File: config.mk
export PLATFORM = sky130hd
export DESIGN_NAME = efws_cell
export DESIGN_NICKNAME = d
export VERILOG_FILES = /design/src/sv/efws_pkg.sv /design/src/sv/efws_cell.sv
export SDC_FILE = /design/constraint.sdc
export NUM_CORES = 1
export LEC_CHECK = 0
export BUFFER_PORTS_ARGS = -buffer_cell sky130_fd_sc_hd__buf_2
export CAP_MARGIN = 25
export CORE_AREA = 3 3 136 138
export DETAILED_ROUTE_END_ITERATION = 7
export DIE_AREA = 0 0 139 141
export HOLD_SLACK_MARGIN = 0.05
export PLACE_DENSITY_LB_ADDON = 0.08
export SKIP_LAST_GASP = 1
export SLEW_MARGIN = 25
export SYNTH_ARGS = -nofsm -noshare
export SYNTH_HDL_FRONTEND = slang
export SYNTH_SLANG_ARGS = --single-unit
File: constraint.sdc
create_clock -name clk -period 6.7 [get_ports clk]
set_clock_uncertainty 0.15 [all_clocks]
set_input_delay 1.34 -clock clk [delete_from_list [all_inputs] [get_ports clk]]
set_output_delay 1.34 -clock clk [all_outputs]
set_load 0.01 [all_outputs]
File: src/sv/efws_pkg.sv
`timescale 1ns / 1ps
// ----------------------------------------------------------------------------
// efws_pkg
// Shared types and constants for the earliest-free worker scheduler.
// ----------------------------------------------------------------------------
package efws_pkg;

  localparam int MAX_WORKERS = 16;
  localparam int ID_W        = (MAX_WORKERS > 1) ? $clog2(MAX_WORKERS) : 1;
  localparam int CNT_W       = $clog2(MAX_WORKERS + 1);
  localparam int TIME_W      = 64;
  localparam int DUR_W       = 32;
  localparam int CFG_W       = 5;
  localparam int WORKER_W    = 4;

  // Sort key: free time first, worker number breaks ties.
  typedef struct packed {
    logic [TIME_W-1:0] ftime;
    logic [ID_W-1:0]   id;
  } key_t;

  // Handed from each cell to its right neighbor.
  typedef struct packed {
    key_t r;     // this position of the list with the popped entry taken out
    logic lt;    // r sorts before the reinserted key
    logic seen;  // the popped entry sits at or left of this cell
  } chain_t;

  function automatic logic key_lt(input key_t a, input key_t b);
    key_lt = (a < b);
  endfunction

endpackage

File: src/sv/efws_cell.sv
`timescale 1ns / 1ps
// ----------------------------------------------------------------------------
// efws_cell
// One slot of the sorted worker chain: holds a key, finds the head, shifts.
// ----------------------------------------------------------------------------
module efws_cell (
  input  logic                     clk,
  input  logic                     rst,
  input  logic [efws_pkg::ID_W-1:0]  init_id,
  input  logic [efws_pkg::CNT_W-1:0] n_eff,
  input  logic                     update,
  input  efws_pkg::key_t           new_key,
  input  efws_pkg::key_t           right_key,
  input  efws_pkg::chain_t         left,
  output efws_pkg::chain_t         right,
  output efws_pkg::key_t           key,
  output logic                     head
);

  efws_pkg::key_t key_next;
  logic           act;

  always_comb begin
    act       = (efws_pkg::CNT_W'(key.id) < n_eff);
    head      = act & ~left.seen;
    right.seen = left.seen | act;
    // entries right of the popped one move one place left
    right.r   = right.seen ? right_key : key;
    right.lt  = efws_pkg::key_lt(right.r, new_key);
    if (right.lt) begin
      key_next = right.r;
    end else if (left.lt) begin
      key_next = new_key;
    end else begin
      key_next = left.r;
    end
  end

  always_ff @(posedge clk) begin
    if (rst) begin
      key.ftime <= '0;
      key.id    <= init_id;
    end else if (update) begin
      key <= key_next;
    end
  end

endmodule

# After elaboration in Yosys (flattened, before gate mapping)
# Cells that the tools add are included.
[word_totals]
word_cells = 13
output_inout_bits = 139
reg_bits = 68
[classes]
order_cmp = 2
bitwise_logic = 3
n_mux = 5
reduce_logical = 1
[op_table]
columns = ["op", "count"]
rows = [
  ["two-way mux 68 bit", 3],
  ["less-than comparator 68 bit", 1],
  ["two-way mux 4 bit", 2],
  ["less-than comparator 4 x 5 -> 1 bit", 1],
  ["nonzero test 2 bit", 1],
  ["AND 1 bit", 1],
  ["inverter 1 bit", 1],
  ["bitwise OR 1 bit", 1],
]

# Depth between registers and ports, before layout
[depth]
depth_word = 7
depth_mapped = 20
depth_no_buf = 16

# Worst setup path after synthesis
# No wires, ideal clock.
[synth_timing]
path_type = "in2out"
from = "input n_eff[2] (netlist name)"
to = "output right[1] (netlist name)"
t_arrival_ps = 4737
required_ps = 5210
path_buffers = 3
cell_stages = 17
path_slack_ps = 473
cell_sequence = "inv_1 ha_1 nand4b_1 o22ai_1 nor2b_1 clkbuf_1 buf_1 nand2_1 nand2_1 ha_1 a21oi_1 o211ai_1 a221oi_1 a22oi_2 a2111o_2 nand2_1 buf_2"
[synth_rtl]
columns = ["item", "line", "rtl"]
rows = [
  ["start: declaration", "efws_cell.sv:10", "input logic [efws_pkg::CNT_W-1:0] n_eff,"],
  ["end: declaration", "efws_cell.sv:15", "output efws_pkg::chain_t right,"],
]

==> run_results.csv <==
group,metric,value,unit
status,run_status,"completed",
power_and_ir_drop,vdd_ir_drop_max,135,uV
worst_setup_path,path_buf_inv,5,
detailed_routing,drt_iter0_markers,497,
synth,synth_top_family_by_area,"simple AND/OR/NAND/NOR gates",
layout,fin_cells,1493,
floorplan,core_area,0.0173,mm2
synth,synthCells,957,
power_and_ir_drop,p_sw,722,uW
layout,post-route-util,52.2,%
place,portBuffers,356,
global_route,grt_max_degree,96,
sta,hold_viol,0,
power_and_ir_drop,switching_share,39.4,%
layout,areaGrowthSynthToFinish,32.5,%
floorplan,die_area,0.0196,mm2
worst_setup_path,path_cells,"buf_2 > inv_1 > ha_1 > nand4b_1 > o22ai_1 > nor2b_4 > inv_2 > buf_4 > nand2_1 > nand2_1 > ha_1 > a21oi_1 > o211ai_1 > a221oi_1 > a22oi_2 > a2111o_2 > nand2_2 > buf_2",
worst_setup_path,critPathMaxFanout,19,
clock_tree,cts_made_buffers,9,
floorplan,start_util,39.4,%
floorplan,die_w,139,um
detailed_routing,dr.pass1.iters,5,
layout,fillCellCount,1789,
clock_tree,cts_sinks,68,
layout,max_flop_register,"key",
synth,seq_area_frac_synth,20.6,%
synth,synthFlopType,"dfxtp_1",
sta,rsz0062_at_grt,"no",
global_route,antenna_found_initial,3,
sta,tightestPinTransition,981,ps
clock_tree,cts_setup_buffers,0,
sta,fin_crit_sh,94.5,%
floorplan,fp-row-count,48,
clock_tree,cts_buffer_depth,2,
global_route,grt_pass1_vias,7843,
layout,largest_reg_flops,68,
synth,ys_ff_latch,68,
clock_tree,cts_hold_buf,0,
global_route,grt.total_usage,27.0,%
detailed_routing,drc_errors,0,
sta,setup_violations,0,
synth,synth-compound-area-share,24.8,%
synth,ys_types,47,
worst_setup_path,r2r_start,"key[2]",
detailed_routing,final_antenna_net_count,0,
clock_tree,post_cts_resized,0,
clock_tree,ctsHtreeMaxLevel,3,
sta,fin_setup_tns,0,ps
clock_tree,clkTransAtPathRegs,60,ps
power_and_ir_drop,internal-power,1.11,mW
global_route,overflow,0,
power_and_ir_drop,powerDensity,203,mW/mm2
synth,avgSynthCellArea,7.12,um2
sta,fmax,158,MHz
layout,top_regs,"key: 68 flops",
layout,nNetsFinal,1549,
layout,mostFrequentLayoutCell,"buf_2",
worst_setup_path,end_kind,"output port",
floorplan,io_pins,357,
synth,synth_fa_ha_area_share,12.9,%
worst_setup_path,slowest_delay,520,ps
power_and_ir_drop,fin_total_pwr,1.83,mW
sta,relSlewSlack,34.6,%
sta,fin_crit,6330,ps
synth,synth_enable_flop_cells,4,
worst_setup_path,start_kind,"input pin",
place,place_inst,1475,
power_and_ir_drop,pwr-share-seq,27.7,%
detailed_routing,drt-total-wl,28.1,mm
floorplan,fp.dieH,141,um
synth,synth.mux.area_fraction,0.661,%
power_and_ir_drop,combinationalPowerShare,43.5,%
power_and_ir_drop,pwr-share-clk,28.9,%
clock_tree,cts_tree,"built",
detailed_routing,vias,8260,
synth,synth_nets,1245,
layout,final_cell_mix,"355 x buf_2, 218 x nand2_1, 75 x nor2_1",
worst_setup_path,cp_top_family,"compound AO/OA/AOI/OAI gates",
place,dp_hpwl,20.3,mm
worst_hold_path,hold_start,"key[54]",
detailed_routing,viasPerCell,5.53,
worst_setup_path,crit_start,"n_eff[2]",
clock_tree,worstSkewPairLatency,340,ps
synth,netlist_area,0.00681,mm2
clock_tree,root_buffer,"clkbuf_16",
worst_setup_path,cp.arrival,4840,ps
worst_setup_path,crit_type,"in2out",
synth,synthSimpleGateAreaFrac,31.5,%
synth,synth-async-reset-ratio,0,%
worst_setup_path,cp_slowest_cell,"a2111o_2",
synth,synthXorXnorAreaFrac,0,%
power_and_ir_drop,p_leak,4.62,nW
detailed_routing,wl_per_cell,18.8,um
layout,drive_gt1_share,32.1,%
worst_setup_path,crit_required,5210,ps
synth,ys_warn_count,0,
global_route,grt_pass1_wl,43.1,mm
sta,slew_violations,0,
job,cap_violations,0,
worst_hold_path,hold_path_class,"reg2reg",
place,globalplace.congestion,0.853,
-- area by class of cell --
| type | count | area, um2 | area share [%] |
|---|---|---|---|
| well taps | 225 | 282 | 3.12 |
| repair buffers | 372 | 1950 | 21.6 |
| diodes | 2 | 5.00 | 0.0554 |
| multi-input cells | 735 | 4790 | 53.0 |
| clock buffers | 12 | 246 | 2.73 |
| clock inverters | 4 | 72.6 | 0.804 |
| inverters | 75 | 282 | 3.12 |
| flip-flops and latches | 68 | 1400 | 15.5 |
-- synth_stat cells, types with 2 or more instances --
master	count	area, um2
a211o_1	64	561
nand4_1	12	75.1
o31ai_1	4	30.0
a221oi_1	3	26.3
inv_1	75	282
nand2b_1	3	18.8
nor3b_1	64	480
a22oi_1	2	15.0
buf_2	8	40.0
dfxtp_1	64	1280
mux2_2	4	45.0
a21oi_1	36	180
buf_1	5	18.8
o211ai_1	2	15.0
clkbuf_1	57	214
a311o_1	64	641
o21ai_0	10	50.1
nor2b_1	3	18.8
nor4_1	3	18.8
edfxtp_1	4	120
nand2_1	219	822
buf_6	8	90.1
a211oi_1	2	15.0
ha_1	70	876
o21ai_1	4	20.0
nor3_1	69	345
nor2_1	75	282
nand3_1	4	20.0
-- worst paths after layout --
check	slack, ps	to	cells past startpoint
setup reg to reg	1840	key[45]	17
setup / recovery	370	right[1]	18
hold / removal	500	key[54]	2
hold reg to reg	500	key[54]	2
-- worst register-to-register path: stages (launching register included) --
cell	delay (ps)
edfxtp_1	410
ha_1	340
nand4b_1	150
o22ai_1	210
nor2b_4	260
inv_2	70
buf_4	210
nand2_1	100
nand2_1	90
ha_1	300
a21oi_1	310
o211ai_1	150
a221oi_1	310
a22oi_2	170
a2111o_2	520
nand2_2	110
buf_4	630
a311o_1	320
-- logic make-up (layout without fill, tap and decap cells) --
group / after synthesis / in the layout
AO/OA/AOI/OAI: 203 / 203
buffers and inverters: 154 / 463
flip-flops: 68 / 68
AND/OR/NAND/NOR: 458 / 458
multiplexers: 4 / 4
adder cells (fa/ha/maj): 70 / 70
other: 0 / 2
-- metrics by stage --
stage                     setup slack [ps]  hold slack (ps)  area, um2
after floorplan                        473              546       6810
after global placement                 434              488       8700
after detailed placement               400              490       8700
after CTS                              381              506       9020
after global routing                  74.0              556       9030
final                                  369              501       9030
-- power by group through the flow --
stage          clock, mW  sequential, mW  combinational (mW)
2_1_floorplan          0           0.533               0.460
3_5_place_dp           0           0.515               0.794
6_report           0.530           0.507               0.797
5_1_grt            0.557           0.514               0.870
3_3_place_gp           0           0.514               0.794
4_1_cts            0.538           0.506               0.798
-- layer usage --
metal,vias up,track usage (%),wire length [um]
met3,51,4.58,2080
met1,3766,34.7,12000
li1,4054,-,-
met2,387,45.6,13200
met5,-,0,7
met4,2,10.4,804
(Power assumes the default switching activity.)
